**config.mk**
```make
export PLATFORM = sky130hd
export DESIGN_NAME = ica_div
export DESIGN_NICKNAME = d
export VERILOG_FILES = /design/src/hw/rtl/ica_pkg.sv /design/src/hw/rtl/ica_div.sv
export SDC_FILE = /design/constraint.sdc
export NUM_CORES = 1
export LEC_CHECK = 0
export BUFFER_PORTS_ARGS = -buffer_cell sky130_fd_sc_hd__buf_4
export CAP_MARGIN = 20
export CELL_PAD_IN_SITES_DETAIL_PLACEMENT = 0
export CELL_PAD_IN_SITES_GLOBAL_PLACEMENT = 1
export CORE_AREA = 2 2 167 169
export CTS_CLUSTER_DIAMETER = 30
export CTS_CLUSTER_SIZE = 20
export DETAILED_ROUTE_END_ITERATION = 8
export DIE_AREA = 0 0 169 171
export PLACE_DENSITY_LB_ADDON = 0.1
export SLEW_MARGIN = 5
export SYNTH_ARGS = -nofsm -noshare
export SYNTH_HDL_FRONTEND = slang
export SYNTH_SLANG_ARGS = --single-unit
```
**constraint.sdc**
```tcl
create_clock -name clk -period 3.46 [get_ports clk]
set_input_delay 0.173 -clock clk [delete_from_list [all_inputs] [get_ports clk]]
set_output_delay 0.173 -clock clk [all_outputs]
set_load 0.02 [all_outputs]
```
**src/hw/rtl/ica_pkg.sv**
```systemverilog
// Shared constants, widths and the arctangent table for the attitude unit.
// Used by ica_div, ica_sqrt and imu_complementary_attitude_unit; no dependencies.
`default_nettype none

package ica_pkg;

    localparam int VEC_FRAC        = 14;
    localparam int VEC_W           = 16;
    localparam int ANG_W           = 18;
    localparam int OUT_W           = 16;
    localparam int CFG_IDX_W       = 4;
    localparam int CFG_DATA_W      = 16;
    localparam int WEIGHT_W        = 8;
    localparam int THR_W           = 15;

    localparam int CORDIC_STEPS_DEF = 16;
    localparam int ATAN_W          = 22;
    localparam int TAB_IDX_W       = 5;
    localparam int CW              = 35;
    localparam int ZW              = 28;
    localparam int WORK_SHIFT      = 30 - VEC_FRAC;

    localparam int MUL_W           = 33;
    localparam int PROD_W          = 2 * MUL_W;
    localparam int DIV_W           = 48;
    localparam int DEN_W           = 32;
    localparam int RAD_W           = 64;
    localparam int ROOT_W          = 32;

    localparam logic signed [CW-1:0] KINV_Q30     = CW'(652032875);
    localparam logic signed [ZW-1:0] FULL_TURN    = ZW'(23592960);
    localparam logic signed [ZW-1:0] HALF_TURN    = ZW'(11796480);
    localparam logic signed [ZW-1:0] QUARTER_TURN = ZW'(5898240);
    localparam logic signed [MUL_W-1:0] GYRO_SCALE = MUL_W'(379502);

    localparam logic signed [VEC_W-1:0] VEC_ONE   = VEC_W'(1 << VEC_FRAC);
    localparam logic [WEIGHT_W-1:0] WEIGHT_RST    = WEIGHT_W'(50);
    localparam logic [THR_W-1:0]    THR_RST       = THR_W'(1638);

    localparam logic [CFG_IDX_W-1:0] REG_GYRO_WEIGHT    = CFG_IDX_W'(0);
    localparam logic [CFG_IDX_W-1:0] REG_TILT_THRESHOLD = CFG_IDX_W'(1);

    function automatic logic [ATAN_W-1:0] atan_tab(input logic [TAB_IDX_W-1:0] i);
        logic [ATAN_W-1:0] v;
        case (i)
            5'd0:    v = 22'd2949120;
            5'd1:    v = 22'd1740967;
            5'd2:    v = 22'd919879;
            5'd3:    v = 22'd466945;
            5'd4:    v = 22'd234379;
            5'd5:    v = 22'd117304;
            5'd6:    v = 22'd58666;
            5'd7:    v = 22'd29335;
            5'd8:    v = 22'd14668;
            5'd9:    v = 22'd7334;
            5'd10:   v = 22'd3667;
            5'd11:   v = 22'd1833;
            5'd12:   v = 22'd917;
            5'd13:   v = 22'd458;
            5'd14:   v = 22'd229;
            5'd15:   v = 22'd115;
            5'd16:   v = 22'd57;
            5'd17:   v = 22'd29;
            5'd18:   v = 22'd14;
            5'd19:   v = 22'd7;
            5'd20:   v = 22'd4;
            5'd21:   v = 22'd2;
            5'd22:   v = 22'd1;
            default: v = 22'd0;
        endcase
        return v;
    endfunction

endpackage

`default_nettype wire

```
**src/hw/rtl/ica_div.sv**
```systemverilog
// Bit-serial restoring divider with round-half-away-from-zero quotient.
// Depends on ica_pkg for operand widths.
`default_nettype none

module ica_div (
    input  wire logic                              clk,
    input  wire logic                              rst_n,
    input  wire logic                              start,
    input  wire logic signed [ica_pkg::DIV_W-1:0]  num,
    input  wire logic        [ica_pkg::DEN_W-1:0]  den,
    output logic signed      [ica_pkg::DIV_W-1:0]  quo,
    output logic                                   done
);

    localparam int CNT_W = $clog2(ica_pkg::DIV_W);
    localparam logic [CNT_W-1:0] LAST = CNT_W'(ica_pkg::DIV_W - 1);

    logic                          busy_reg;
    logic                          done_reg;
    logic                          neg_reg;
    logic [CNT_W-1:0]              cnt_reg;
    logic [ica_pkg::DEN_W-1:0]     den_reg;
    logic [ica_pkg::DEN_W-1:0]     rem_reg;
    logic [ica_pkg::DIV_W-1:0]     q_reg;
    logic [ica_pkg::DIV_W-1:0]     num_mag;
    logic [ica_pkg::DEN_W:0]       trial;

    assign num_mag = num[ica_pkg::DIV_W-1] ? ica_pkg::DIV_W'(-num) : ica_pkg::DIV_W'(num);
    assign trial   = {rem_reg, q_reg[ica_pkg::DIV_W-1]};
    assign quo     = neg_reg ? -$signed(q_reg) : $signed(q_reg);
    assign done    = done_reg;

    always_ff @(posedge clk or negedge rst_n)
    begin
        if (!rst_n)
        begin
            busy_reg <= 1'b0;
            done_reg <= 1'b0;
            neg_reg  <= 1'b0;
            cnt_reg  <= '0;
            den_reg  <= '0;
            rem_reg  <= '0;
            q_reg    <= '0;
        end
        else
        begin
            done_reg <= 1'b0;
            if (start)
            begin
                busy_reg <= 1'b1;
                neg_reg  <= num[ica_pkg::DIV_W-1];
                den_reg  <= den;
                rem_reg  <= '0;
                cnt_reg  <= '0;
                q_reg    <= num_mag + ica_pkg::DIV_W'(den >> 1);
            end
            else if (busy_reg)
            begin
                if (trial >= {1'b0, den_reg})
                begin
                    rem_reg <= ica_pkg::DEN_W'(trial - {1'b0, den_reg});
                    q_reg   <= {q_reg[ica_pkg::DIV_W-2:0], 1'b1};
                end
                else
                begin
                    rem_reg <= trial[ica_pkg::DEN_W-1:0];
                    q_reg   <= {q_reg[ica_pkg::DIV_W-2:0], 1'b0};
                end
                cnt_reg <= cnt_reg + 1'b1;
                if (cnt_reg == LAST)
                begin
                    busy_reg <= 1'b0;
                    done_reg <= 1'b1;
                end
            end
        end
    end

endmodule

`default_nettype wire

```
==> flow_summary_export.csv <==
group,metric,value,unit
run_status,status,"finished with violations",
run_status,violations,"setup timing",
routing,m1WireLength,17000,um
final_layout,fill_cells,2528,
routing,drc,0,
routing,via_count,11147,
synthesis,yosysSeqAreaShare,27.5,%
power,power.leakage,7.26,nW
routing,met3_length,1400,um
final_layout,utilization,57.9,%
sta,finalCritPeriodShare,118,%
sta,clock_skew,0.00942,ns
floorplan,dieWidth,169,um
routing,via_per_inst,5.45,
sta,slew_headroom,52.2,%
floorplan,dieArea,28900,um2
synthesis,yosys_most_used_dff,"dfrtp_1",
critical_path,cp_max_fo,4,
critical_path,crit_type,"reg2out",
synthesis,yosys.cell_types.count,72,
critical_path,reg2reg_slack,0.21,ns
global_route,grt_pass1_vias,10595,
cts,cts_tree,"built",
critical_path,endpoint_kind,"primary output",
cts,cts_max_path_buffers,2,
cts,clkLatencyLatePin,0.42,ns
cts,cts_buffers,17,
synthesis,syn_nets,1501,
floorplan,coreArea,27300,um2
final_layout,area_growth,43.8,%
final_layout,largest_reg_flops,48,
place,gp_congestion,0.886,
hold_path,hp-class,"in2reg",
global_route,grt_overflow_total,0,
synthesis,synthArstFlopShare,100,%
synthesis,yosys-top-cells-area,"dfrtp_1 (28%), ha_1 (8.0%), xnor2_1 (8.0%)",
global_route,grt_pass1_wl,55600,um
synthesis,ys_seq_elements,121,
routing,routedWlPerCell,16.9,um
sta,tightest_slew,0.717,ns
synthesis,synth.avg_cell_area,8.17,um2
routing,first_pass_iters,5,
routing,drt_iter0_markers,640,
floorplan,initial_core_util,40.2,%
routing,top_layer,"met4",
synthesis,synth.most_common_cell,"nand2_1",
routing,routed_wl,34700,um
critical_path,cp_data_required_time,3.29,ns
sta,slew_viol_final,0,
power,p_total,9.12,mW
synthesis,yosysTopAreaCell,"dfrtp_1",
synthesis,synth_edf_count,0,
final_layout,diodes,0,
floorplan,fp-row-count,61,
synthesis,ys_top_cells_by_count,"nand2_1 (160), o21ai_0 (122), dfrtp_1 (121)",
power,ir_worst_vdd,0.304,mV
critical_path,start_kind,"flop",
critical_path,cp.arrival,3.89,ns
sta,hold_violations,0,
cts,cts-htree-levels,4,
global_route,grt_max_degree,151,
synthesis,yosysWarnings,0,
routing,wl_met2,15600,um
routing,antenna_left,0,
place,portBuffers,131,
synthesis,synthCells,1346,
cts,clock_tree.root_cell,"clkbuf_16",
sta,finalCriticalPeriod,4.07,ns
final_layout,drive_gt1_share,32.5,%
sta,rsz0062_at_grt,"yes",
cts,cts_sinks,121,
place,hpwlAfterDp,26300,um
final_layout,num-nets-final,1843,
synthesis,synth_top_area_share,27.5,%
sta,fmaxAchievable,246,MHz
cts,clk_transition_reported_paths,0.06,ns
place,pre_cts_slack,-0.946,ns
power,p_per_area,577,nW/um2
floorplan,num_io_pins,132,
synthesis,synthesis.area,11000,um2
global_route,antenna_found_initial,1,
sta,finalSetupViolations,36,
floorplan,fp.dieH,171,um
global_route,grt_use_total,24.1,%
job,max_cap_violations,0,
sta,fin_ws,-0.607,ns
[area by class of cell]
cell class | instances | area (um2) | share of cell area (%)
multi-input combinational | 1098 | 8340 | 52.8
timing repair buffer | 394 | 3190 | 20.2
sequential | 121 | 3030 | 19.2
clock buffer | 22 | 464 | 2.94
tap | 346 | 433 | 2.74
inverter | 56 | 210 | 1.33
clock inverter | 10 | 144 | 0.910
[critical path, cell delays in order (launching register included)]
cell,delay (ns)
dfrtp_1,0.39
or4_4,0.58
buf_6,0.15
nor3_4,0.12
buf_6,0.13
nand3_4,0.07
or3_4,0.34
or2_4,0.24
or4_4,0.43
or4_4,0.50
o31ai_4,0.23
xnor2_2,0.14
buf_4,0.15
[through the flow]
step	std cells	hold WS, ns	area [um2]	setup TNS (ns)
finish	2047	0.0205	15800	-12.29
global route	2047	0.0200	15800	-17.50
CTS	2038	0.000367	15500	-10.50
detailed placement	1965	0.277	14100	-21.74
global placement	1965	0.271	14100	-20.04
floorplan	1346	-0.123	11300	-10.97
[power by group]
group	switching [mW]	total, mW	internal (mW)
clock	0.671	1.84	1.17
combinational	2.77	5.21	2.43
sequential	0.328	2.07	1.74
[cells by family after synthesis]
kind of cell	synth area share [%]
multiplexers	5.04
AND/OR/NAND/NOR	19.3
adder cells (fa/ha/maj)	8.33
flip-flops	27.5
AO/OA/AOI/OAI	23.8
XOR/XNOR	11.5
buffers and inverters	4.51
[layer usage]
| metal | vias up | GRT usage [%] |
|---|---|---|
| li1 | 5613 | - |
| met1 | 5267 | 35.0 |
| met2 | 223 | 38.1 |
| met3 | 44 | 2.43 |
| met4 | 0 | 6.50 |
| met5 | - | 0 |
[final timing paths]
kind / end / start / depth (start not counted)
min reg2reg: den_reg[0] / den_reg[0] / 1
max reg2reg: rem_reg[30] / q_reg[47] / 14
max: quo[42] / q_reg[5] / 12
min: den_reg[30] / den[30] / 3
min in group asynchronous: q_reg[2] / rst_n / 2
max in group asynchronous: q_reg[9] / rst_n / 3
[layout by cell type (no fill, tap or decap), drive strengths merged, types with 8 or more instances in the layout]
| master | instances |
|---|---|
| a211oi | 19 |
| a21o | 28 |
| a21oi | 59 |
| a311oi | 24 |
| a31o | 15 |
| and2 | 8 |
| buf | 376 |
| clkbuf | 22 |
| dfrtp | 121 |
| dlygate4sd3 | 18 |
| ha | 70 |
| inv | 56 |
| mux2 | 11 |
| mux2i | 43 |
| nand2 | 160 |
| nand2b | 12 |
| nand3 | 26 |
| nand4 | 15 |
| nor2 | 86 |
| nor2b | 10 |
| nor3 | 23 |
| nor4 | 15 |
| o211ai | 9 |
| o21a | 10 |
| o21ai | 124 |
| o31ai | 38 |
| o41ai | 17 |
| or2 | 10 |
| or3 | 27 |
| or4 | 25 |
| xnor2 | 100 |
| xor2 | 44 |
[repair_timing]
action                     CTS  global route
pin swaps                   54            43
hold endpoints to repair    65             0
setup endpoints to repair   37            49
setup buffers               25            12
hold buffers                18             0
gates resized for setup     87            57
cloned                       0             0
Note: power is estimated with default switching activity, not from simulation.
