$ cat src/hw/rtl/ica_pkg.sv
// Shared constants, widths and the arctangent table for the attitude unit.
// Used by ica_div, ica_sqrt and imu_complementary_attitude_unit; no dependencies.
`default_nettype none

package ica_pkg;

    localparam int VEC_FRAC        = 14;
    localparam int VEC_W           = 16;
    localparam int ANG_W           = 18;
    localparam int OUT_W           = 16;
    localparam int CFG_IDX_W       = 4;
    localparam int CFG_DATA_W      = 16;
    localparam int WEIGHT_W        = 8;
    localparam int THR_W           = 15;

    localparam int CORDIC_STEPS_DEF = 16;
    localparam int ATAN_W          = 22;
    localparam int TAB_IDX_W       = 5;
    localparam int CW              = 35;
    localparam int ZW              = 28;
    localparam int WORK_SHIFT      = 30 - VEC_FRAC;

    localparam int MUL_W           = 33;
    localparam int PROD_W          = 2 * MUL_W;
    localparam int DIV_W           = 48;
    localparam int DEN_W           = 32;
    localparam int RAD_W           = 64;
    localparam int ROOT_W          = 32;

    localparam logic signed [CW-1:0] KINV_Q30     = CW'(652032875);
    localparam logic signed [ZW-1:0] FULL_TURN    = ZW'(23592960);
    localparam logic signed [ZW-1:0] HALF_TURN    = ZW'(11796480);
    localparam logic signed [ZW-1:0] QUARTER_TURN = ZW'(5898240);
    localparam logic signed [MUL_W-1:0] GYRO_SCALE = MUL_W'(379502);

    localparam logic signed [VEC_W-1:0] VEC_ONE   = VEC_W'(1 << VEC_FRAC);
    localparam logic [WEIGHT_W-1:0] WEIGHT_RST    = WEIGHT_W'(50);
    localparam logic [THR_W-1:0]    THR_RST       = THR_W'(1638);

    localparam logic [CFG_IDX_W-1:0] REG_GYRO_WEIGHT    = CFG_IDX_W'(0);
    localparam logic [CFG_IDX_W-1:0] REG_TILT_THRESHOLD = CFG_IDX_W'(1);

    function automatic logic [ATAN_W-1:0] atan_tab(input logic [TAB_IDX_W-1:0] i);
        logic [ATAN_W-1:0] v;
        case (i)
            5'd0:    v = 22'd2949120;
            5'd1:    v = 22'd1740967;
            5'd2:    v = 22'd919879;
            5'd3:    v = 22'd466945;
            5'd4:    v = 22'd234379;
            5'd5:    v = 22'd117304;
            5'd6:    v = 22'd58666;
            5'd7:    v = 22'd29335;
            5'd8:    v = 22'd14668;
            5'd9:    v = 22'd7334;
            5'd10:   v = 22'd3667;
            5'd11:   v = 22'd1833;
            5'd12:   v = 22'd917;
            5'd13:   v = 22'd458;
            5'd14:   v = 22'd229;
            5'd15:   v = 22'd115;
            5'd16:   v = 22'd57;
            5'd17:   v = 22'd29;
            5'd18:   v = 22'd14;
            5'd19:   v = 22'd7;
            5'd20:   v = 22'd4;
            5'd21:   v = 22'd2;
            5'd22:   v = 22'd1;
            default: v = 22'd0;
        endcase
        return v;
    endfunction

endpackage

`default_nettype wire

$ cat src/hw/rtl/ica_sqrt.sv
// Digit-by-digit integer square root, two radicand bits per cycle, floor result.
// Depends on ica_pkg for operand widths.
`default_nettype none

module ica_sqrt (
    input  wire logic                        clk,
    input  wire logic                        rst_n,
    input  wire logic                        start,
    input  wire logic [ica_pkg::RAD_W-1:0]   rad,
    output logic      [ica_pkg::ROOT_W-1:0]  root,
    output logic                             done
);

    localparam int CNT_W = $clog2(ica_pkg::ROOT_W);
    localparam int REM_W = ica_pkg::ROOT_W + 2;
    localparam logic [CNT_W-1:0] LAST = CNT_W'(ica_pkg::ROOT_W - 1);

    logic                          busy_reg;
    logic                          done_reg;
    logic [CNT_W-1:0]              cnt_reg;
    logic [ica_pkg::RAD_W-1:0]     rad_reg;
    logic [REM_W-1:0]              rem_reg;
    logic [ica_pkg::ROOT_W-1:0]    root_reg;
    logic [REM_W+1:0]              rem_sh;
    logic [REM_W+1:0]              trial;

    assign rem_sh = {rem_reg, rad_reg[ica_pkg::RAD_W-1 -: 2]};
    assign trial  = (REM_W+2)'({root_reg, 2'b01});
    assign root   = root_reg;
    assign done   = done_reg;

    always_ff @(posedge clk or negedge rst_n)
    begin
        if (!rst_n)
        begin
            busy_reg <= 1'b0;
            done_reg <= 1'b0;
            cnt_reg  <= '0;
            rad_reg  <= '0;
            rem_reg  <= '0;
            root_reg <= '0;
        end
        else
        begin
            done_reg <= 1'b0;
            if (start)
            begin
                busy_reg <= 1'b1;
                rad_reg  <= rad;
                rem_reg  <= '0;
                root_reg <= '0;
                cnt_reg  <= '0;
            end
            else if (busy_reg)
            begin
                if (rem_sh >= trial)
                begin
                    rem_reg  <= REM_W'(rem_sh - trial);
                    root_reg <= {root_reg[ica_pkg::ROOT_W-2:0], 1'b1};
                end
                else
                begin
                    rem_reg  <= REM_W'(rem_sh);
                    root_reg <= {root_reg[ica_pkg::ROOT_W-2:0], 1'b0};
                end
                rad_reg <= {rad_reg[ica_pkg::RAD_W-3:0], 2'b00};
                cnt_reg <= cnt_reg + 1'b1;
                if (cnt_reg == LAST)
                begin
                    busy_reg <= 1'b0;
                    done_reg <= 1'b1;
                end
            end
        end
    end

endmodule

`default_nettype wire

$ cat config.mk
export PLATFORM = sky130hd
export DESIGN_NAME = ica_sqrt
export DESIGN_NICKNAME = d
export VERILOG_FILES = /design/src/hw/rtl/ica_pkg.sv /design/src/hw/rtl/ica_sqrt.sv
export SDC_FILE = /design/constraint.sdc
export NUM_CORES = 1
export LEC_CHECK = 0
export ABC_AREA = 1
export BUFFER_PORTS_ARGS = -buffer_cell sky130_fd_sc_hd__buf_2
export CORE_MARGIN = 2
export CORE_UTILIZATION = 43
export DETAILED_ROUTE_END_ITERATION = 7
export MAX_ROUTING_LAYER = met4
export PLACE_DENSITY_LB_ADDON = 0.15
export SLEW_MARGIN = 20
export SYNTH_ARGS = -nofsm -noshare
export SYNTH_HDL_FRONTEND = slang
export SYNTH_SLANG_ARGS = --single-unit
$ cat constraint.sdc
create_clock -name clk -period 2.8 [get_ports clk]
set_input_delay 0.14 -clock clk [delete_from_list [all_inputs] [get_ports clk]]
set_output_delay 0.14 -clock clk [all_outputs]
set_load 0.03 [all_outputs]
==> results of run 1 <==
-- kinds of logic after synthesis --
| kind of cell | Yosys count | share of synthesized area (%) |
|---|---|---|
| simple gates | 595 | 28.3 |
| buf+inv | 274 | 12.1 |
| compound gates | 198 | 13.8 |
| flops | 137 | 39.2 |
| fa+ha+maj | 36 | 5.15 |
| xor+xnor | 15 | 1.50 |
-- through the flow --
stage | hold WS [ps] | power, mW
CTS | 53.6 | 10.6
global placement | 145 | 8.17
finish | 59.7 | 10.6
global route | 57.0 | 11.6
floorplan | -156 | 6.78
detailed placement | 141 | 8.19
-- worst paths after layout --
check	slack, ps	endpoint	from	cells after the start
min	60	cnt_reg[2]	start	2
max in group asynchronous	1920	rad_reg[47]	rst_n	3
max	380	rem_reg[10]	root[9]	15
min in group asynchronous	230	root[12]	rst_n	2
max reg2reg	380	rem_reg[10]	root[9]	15
min reg2reg	490	rem_reg[32]	rem_reg[32]	2
-- cells in the final DEF, fill, tap and decap left out, types with 4 or more instances in the layout --
master and n:
nand2_1 435, inv_1 220, dfrtp_1 137, buf_2 98, o21ai_0 71, dlygate4sd3_1 65, o211ai_1 61, nand3_1 53
nor2_1 50, ha_1 36, nand3b_1 32, o22ai_1 32, a21oi_1 24, clkbuf_16 17, xnor2_1 11, buf_4 11
nor2_2 7, nor3_1 6, inv_6 5, nand2_2 4, nand4_1 4, xor2_1 4, buf_12 4
-- layer usage --
metal / GRT usage (%) / up-vias / wire length [um]
li1: - / 4267 / -
met1: 29.7 / 3750 / 11100
met2: 37.4 / 164 / 10800
met3: 3.44 / 32 / 776
met4: 7.77 / 0 / 507
met5: - / - / 0
-- power breakdown --
group          leakage [nW]  internal, mW  switching, mW
Sequential             1.69          2.31          0.219
Clock                 0.281          1.33          0.976
Combinational          3.90          2.03           3.69
Total                  5.87          5.67           4.88
-- what timing repair did --
item                       in CTS  in global routing
hold buffers                   65                  0
setup endpoints to repair       0                  0
buffers inserted                0                  0
hold endpoints to repair      117                  0
-- area by class of cell --
| class | instances | area (um^2) |
|---|---|---|
| fillers | 1915 | 9310 |
| flip-flops and latches | 137 | 3430 |
| clock inverters | 14 | 163 |
| repair buffers | 179 | 1320 |
| well taps | 270 | 338 |
| multi-input cells | 844 | 4270 |
| inverters | 225 | 848 |
| clock buffers | 17 | 425 |
==> reports/results.ini, run 1 <==
[outcome]
outcome=completed

[synthesis]
ys_types=31
yosysMostFrequentCell=nand2_1
yosys_warnings=0
synth_cells=1255
synth_top_area_cell=dfrtp_1
ys.flop_type=dfrtp_1
ys_ff_latch=137
synth-seq-area-share_pct=39.2
synth_top_cell_area_share_pct=39.2
syn_avg_cell_area_um2=6.97
synth_common_cells=435 x nand2_1, 220 x inv_1, 137 x dfrtp_1
syn_nets=1358
synth_edf_count=0
syn_area_um2=8750
synthArstFlopShare_pct=100
synth.area.top_cells=dfrtp_1 39%, nand2_1 19%, inv_1 9.4%, o211ai_1 5.2%, ha_1 5.1%

[worst_setup_path]
crit_top_cell=nand2_1
worstPathCellList=inv_1 > ha_1 > nand2_1 > inv_1 > nand2_1 > nand2_1 > a21oi_1 > nand2_1 > nand2_1 > nand2_1 > nand2_2 > buf_4 > nand3b_1 > nand3_1 > nand2_1
crit_required_ps=3110
cp_max_fo=23
cp-end-kind=register
cp.arrival_ps=2730
worstSetupStartpointType=register
crit_type=reg2reg
crit_buf_inv=3
critPathSlowestCell=ha_1
critical_path.max_stage_delay_ps=350
crit_family=simple AND/OR/NAND/NOR gates

[sta]
relSlewSlack_pct=49.7
grt_setup_unrepaired=no
tns_ps=0
fin_crit_ps=2420
period_share_pct=86.3
setup_ws_ps=385
tightest_slew_ps=753
hold_viol_final=0
fin_skew_ps=13.1
finalSetupViolCount=0
fmax_mhz=414
report.final.slew_viol_count=0

[global_route]
grt_max_degree=62
grt_pass1_vias=8188
grt_use_total_pct=23.1
gr-total-overflow=0
grt_first_pass_wirelength_um=39400
antenna_found_initial=0

[floorplanning]
core-area_um2=20100
start_util_pct=43.5
fp.dieW_um=147
rows=52
die_h_um=147
ioPinCount=100
dieArea_um2=21500

[placed_design]
dp_slack_ps=363
placed_area_um2=9550
gp_congestion=0.983
dp_hpwl_um=16400
place_inst=1590
portBuffers=99

[clock_network]
cts_htree_levels=4
clock_path_buffers=2
clk_pin_slew_ps=60
cts_root_buf=clkbuf_16
cts_tree=done
clock_sinks=137
cts_buffers=17
cts_resized=0
clkLatencyLatePin_ps=430

[power_and_ir_drop]
p_leak_nw=5.87
powerDensity_nw_per_um2=978
peakVddDrop_uv=513

[routing]
antenna_left=0
drt_wl_total_um=23200
vias_per_cell=4.87
num_vias=8213
drt_iter0_drc=466
first_pass_iters=6
drc=0
wl_per_cell_um=13.7

[finish]
final_area_um2=10800
antenna_cells=0
fin_cells=1686
syn_to_final_growth_pct=23.3
largest_reg_flops=64
final_util_pct=53.7
drive_above_1_share_pct=11.7
nNetsFinal=1507

[min_path]
worst_hold_path_type=in2reg

[job]
maxCapViolCount=0

No activity file was read; power rests on OpenSTA's default activity.
==> inputs of run 2 (changes only) <==
--- a/config.mk
+++ b/config.mk
@@ -7,6 +7,7 @@
 export LEC_CHECK = 0
 export ABC_AREA = 1
 export BUFFER_PORTS_ARGS = -buffer_cell sky130_fd_sc_hd__buf_2
+export CORE_ASPECT_RATIO = 0.9
 export CORE_MARGIN = 2
 export CORE_UTILIZATION = 43
 export DETAILED_ROUTE_END_ITERATION = 7
==> run 2 against run 1 <==
  * Routed wire length increased by 1.3%
  * Sequential power hardly changed
  * Total power rose by 0.50%
  * Utilization grew 0.23 points
  * Sequential share of layout area is 0.052 points higher
  * Maximum frequency fell by 2.7%
  * Final area decreased by 0.16%
  * Clock power about the same
  * Die area is essentially flat
  * Sequential cell count unchanged
  * Non-clock buffer count up 1
  * Cell count fell by 0.77%
==> reports/results.ini, run 2 (same netlist as run 1, synthesis figures left out) <==
[power_and_ir_drop]
pwr-share-seq_pct=23.7  ; -0.2 points
p_leak_nw=5.87  ; about the same
peakVddDrop_uv=544  ; +6.2%
powerDensity_nw_per_um2=984  ; +0.67%
swShare_pct=47.8  ; +1.5 points
p_switching_mw=5.07  ; +3.9%
power_mw=10.6  ; +0.50%
pwr-share-clk_pct=21.6  ; -0.3 points
power_frac_comb_pct=54.7  ; +0.5 points
p_int_mw=5.54  ; -2.4%

[worst_setup_path]
timing.rr.end=rem_reg[18]
reg2regPathDepth=14  ; -1
crit_top_cell=nand2_1
crit_required_ps=3130  ; +20 ps
cp_max_fo=19  ; -17%
worstSetupStartpointType=register
cp-end-kind=register
critical_path.max_stage_delay_ps=370  ; +20 ps
cp.arrival_ps=2810  ; +80 ps
crit_type=reg2reg
r2r-start=root[8]
crit_start=root[8]
critPathSlowestCell=ha_1
worstPathCellList=inv_1 > ha_1 > nand2_1 > nor2_2 > nand3_1 > nand2_1 > nand2_1 > nand2_1 > nand2_2 > nand2_4 > buf_6 > nand3b_1 > nand2_1 > nand2_1
reg2reg_slack_ps=320  ; -70 ps

[routing]
wl_per_cell_um=14.0  ; +2.1%
drt_wl_total_um=23500  ; +1.3%
vias_per_cell=4.95  ; +1.7%
drt_iter0_drc=495  ; +6.2%
first_pass_iters=5  ; -1
drc=0  ; unchanged
antenna_left=0  ; unchanged
num_vias=8287  ; +0.90%

[finish]
layout_commonest_cell=nand2_1
fin_cells=1673  ; -0.77%
mostFrequentLayoutCells=435 x nand2_1, 220 x inv_1, 137 x dfrtp_1
antenna_cells=0  ; unchanged
syn_to_final_growth_pct=23.1
nNetsFinal=1508  ; +0.066%
drive_above_1_share_pct=11.8  ; +0.20 points
final_area_um2=10800  ; -0.16%
largest_reg_flops=64  ; unchanged

[floorplanning]
core-area_um2=20000  ; -0.58%
rows=49  ; -5.8%
fp.dieW_um=154  ; +5.3%
start_util_pct=43.8  ; +0.26 points
dieArea_um2=21500  ; about the same
die_h_um=139  ; -5.0%
ioPinCount=100  ; unchanged

[clock_network]
cts_htree_levels=4  ; unchanged
clk_pin_slew_ps=70  ; about the same
cts_setup_buffers=0  ; unchanged
clock_path_buffers=2  ; unchanged
cts_buffers=17  ; unchanged
clkLatencyLatePin_ps=440  ; about the same
cts_tree=done
cts_root_buf=clkbuf_16
clock_sinks=137  ; unchanged

[min_path]
worstHoldStart=rad[62]
worst_hold_path_type=in2reg
whs_path_depth=3  ; +1
hold_path_end=rad_reg[62]

[global_route]
antenna_found_initial=0  ; unchanged
grt_first_pass_wirelength_um=39100  ; -0.79%
grt_max_degree=77  ; +24%
grt_use_total_pct=23.3  ; +0.22 points
grt_pass1_vias=7863  ; -4.0%
gr-total-overflow=0  ; unchanged

[sta]
report.final.slew_viol_count=0  ; unchanged
tightest_slew_ps=718  ; -35.4 ps
finalSetupViolCount=0  ; unchanged
fmax_mhz=403  ; -2.7%
grt_setup_unrepaired=no
tns_ps=0  ; unchanged
setup_ws_ps=318  ; -66.7 ps
relSlewSlack_pct=52.1  ; +2.4 points
hold_viol_final=0  ; unchanged
fin_crit_ps=2480  ; +66.7 ps
fin_skew_ps=11.3  ; -1.79 ps
period_share_pct=88.6  ; +2.4 points

[placed_design]
placed_area_um2=9520  ; -0.30%
place_inst=1577  ; -0.82%
dp_slack_ps=241  ; -122 ps
dp_hpwl_um=16400  ; about the same
gp_congestion=0.930  ; -5.4%
portBuffers=99  ; unchanged

[outcome]
outcome=completed

[job]
maxCapViolCount=0  ; unchanged

-- run 2: worst max-delay path by stage --
stage | end | cells after the start | slack, ps
CTS | rem_reg[4] | 14 | 210
detailed placement | rem_reg[18] | 14 | 240
global route | rem_reg[17] | 14 | 40
global placement | rem_reg[17] | 14 | 230
floorplan | rem_reg[18] | 17 | 580
finish | rem_reg[18] | 14 | 320
-- run 2: power by group through the flow --
| stage | Combinational [mW] | Clock, mW | Sequential (mW) |
|---|---|---|---|
| CTS | 5.76 | 2.35 | 2.51 |
| global placement | 5.62 | 0 | 2.54 |
| floorplan | 4.27 | 0 | 2.51 |
| detailed placement | 5.66 | 0 | 2.54 |
| global route | 6.62 | 2.43 | 2.54 |
| finish | 5.80 | 2.29 | 2.51 |
-- run 2: through the flow --
step	hold slack (ps)	util, %
final	26.4	53.9
after detailed placement	231	47.7
after floorplan	-156	-
after CTS	19.1	53.9
after global routing	41.6	53.9
after global placement	229	47.7
-- run 2: per-layer routing --
metal  wire (um)  part of all wire, %  track usage, %  vias up
li1            -                    -               -     4272
met5           0                    0               -        -
met4         202                 0.86            5.80        0
met2       10600                   45            35.9      134
met1       12000                   51            32.7     3867
met3         671                  2.9            3.08       14
-- run 2: layout make-up --
type | instances | area, um^2
clock buffers | 17 | 425
fillers | 1981 | 9210
multi-input cells | 844 | 4280
clock inverters | 15 | 175
inverters | 225 | 848
flip-flops and latches | 137 | 3430
well taps | 255 | 319
repair buffers | 180 | 1300
-- run 2: critical path, delay by kind of cell, from the launching register on --
family                   cells  cell delay [ps]
AND/OR/NAND/NOR             11             1330
adder cells (fa/ha/maj)      1              370
flip-flops                   1              340
buffers and inverters        2              310
-- run 2: what timing repair did --
item / 4_1_cts / 5_1_grt
hold endpoints to repair: 137 / 0
hold buffers: 64 / 0
resized for setup: 0 / 2
endpoints found under the setup margin: 0 / 7
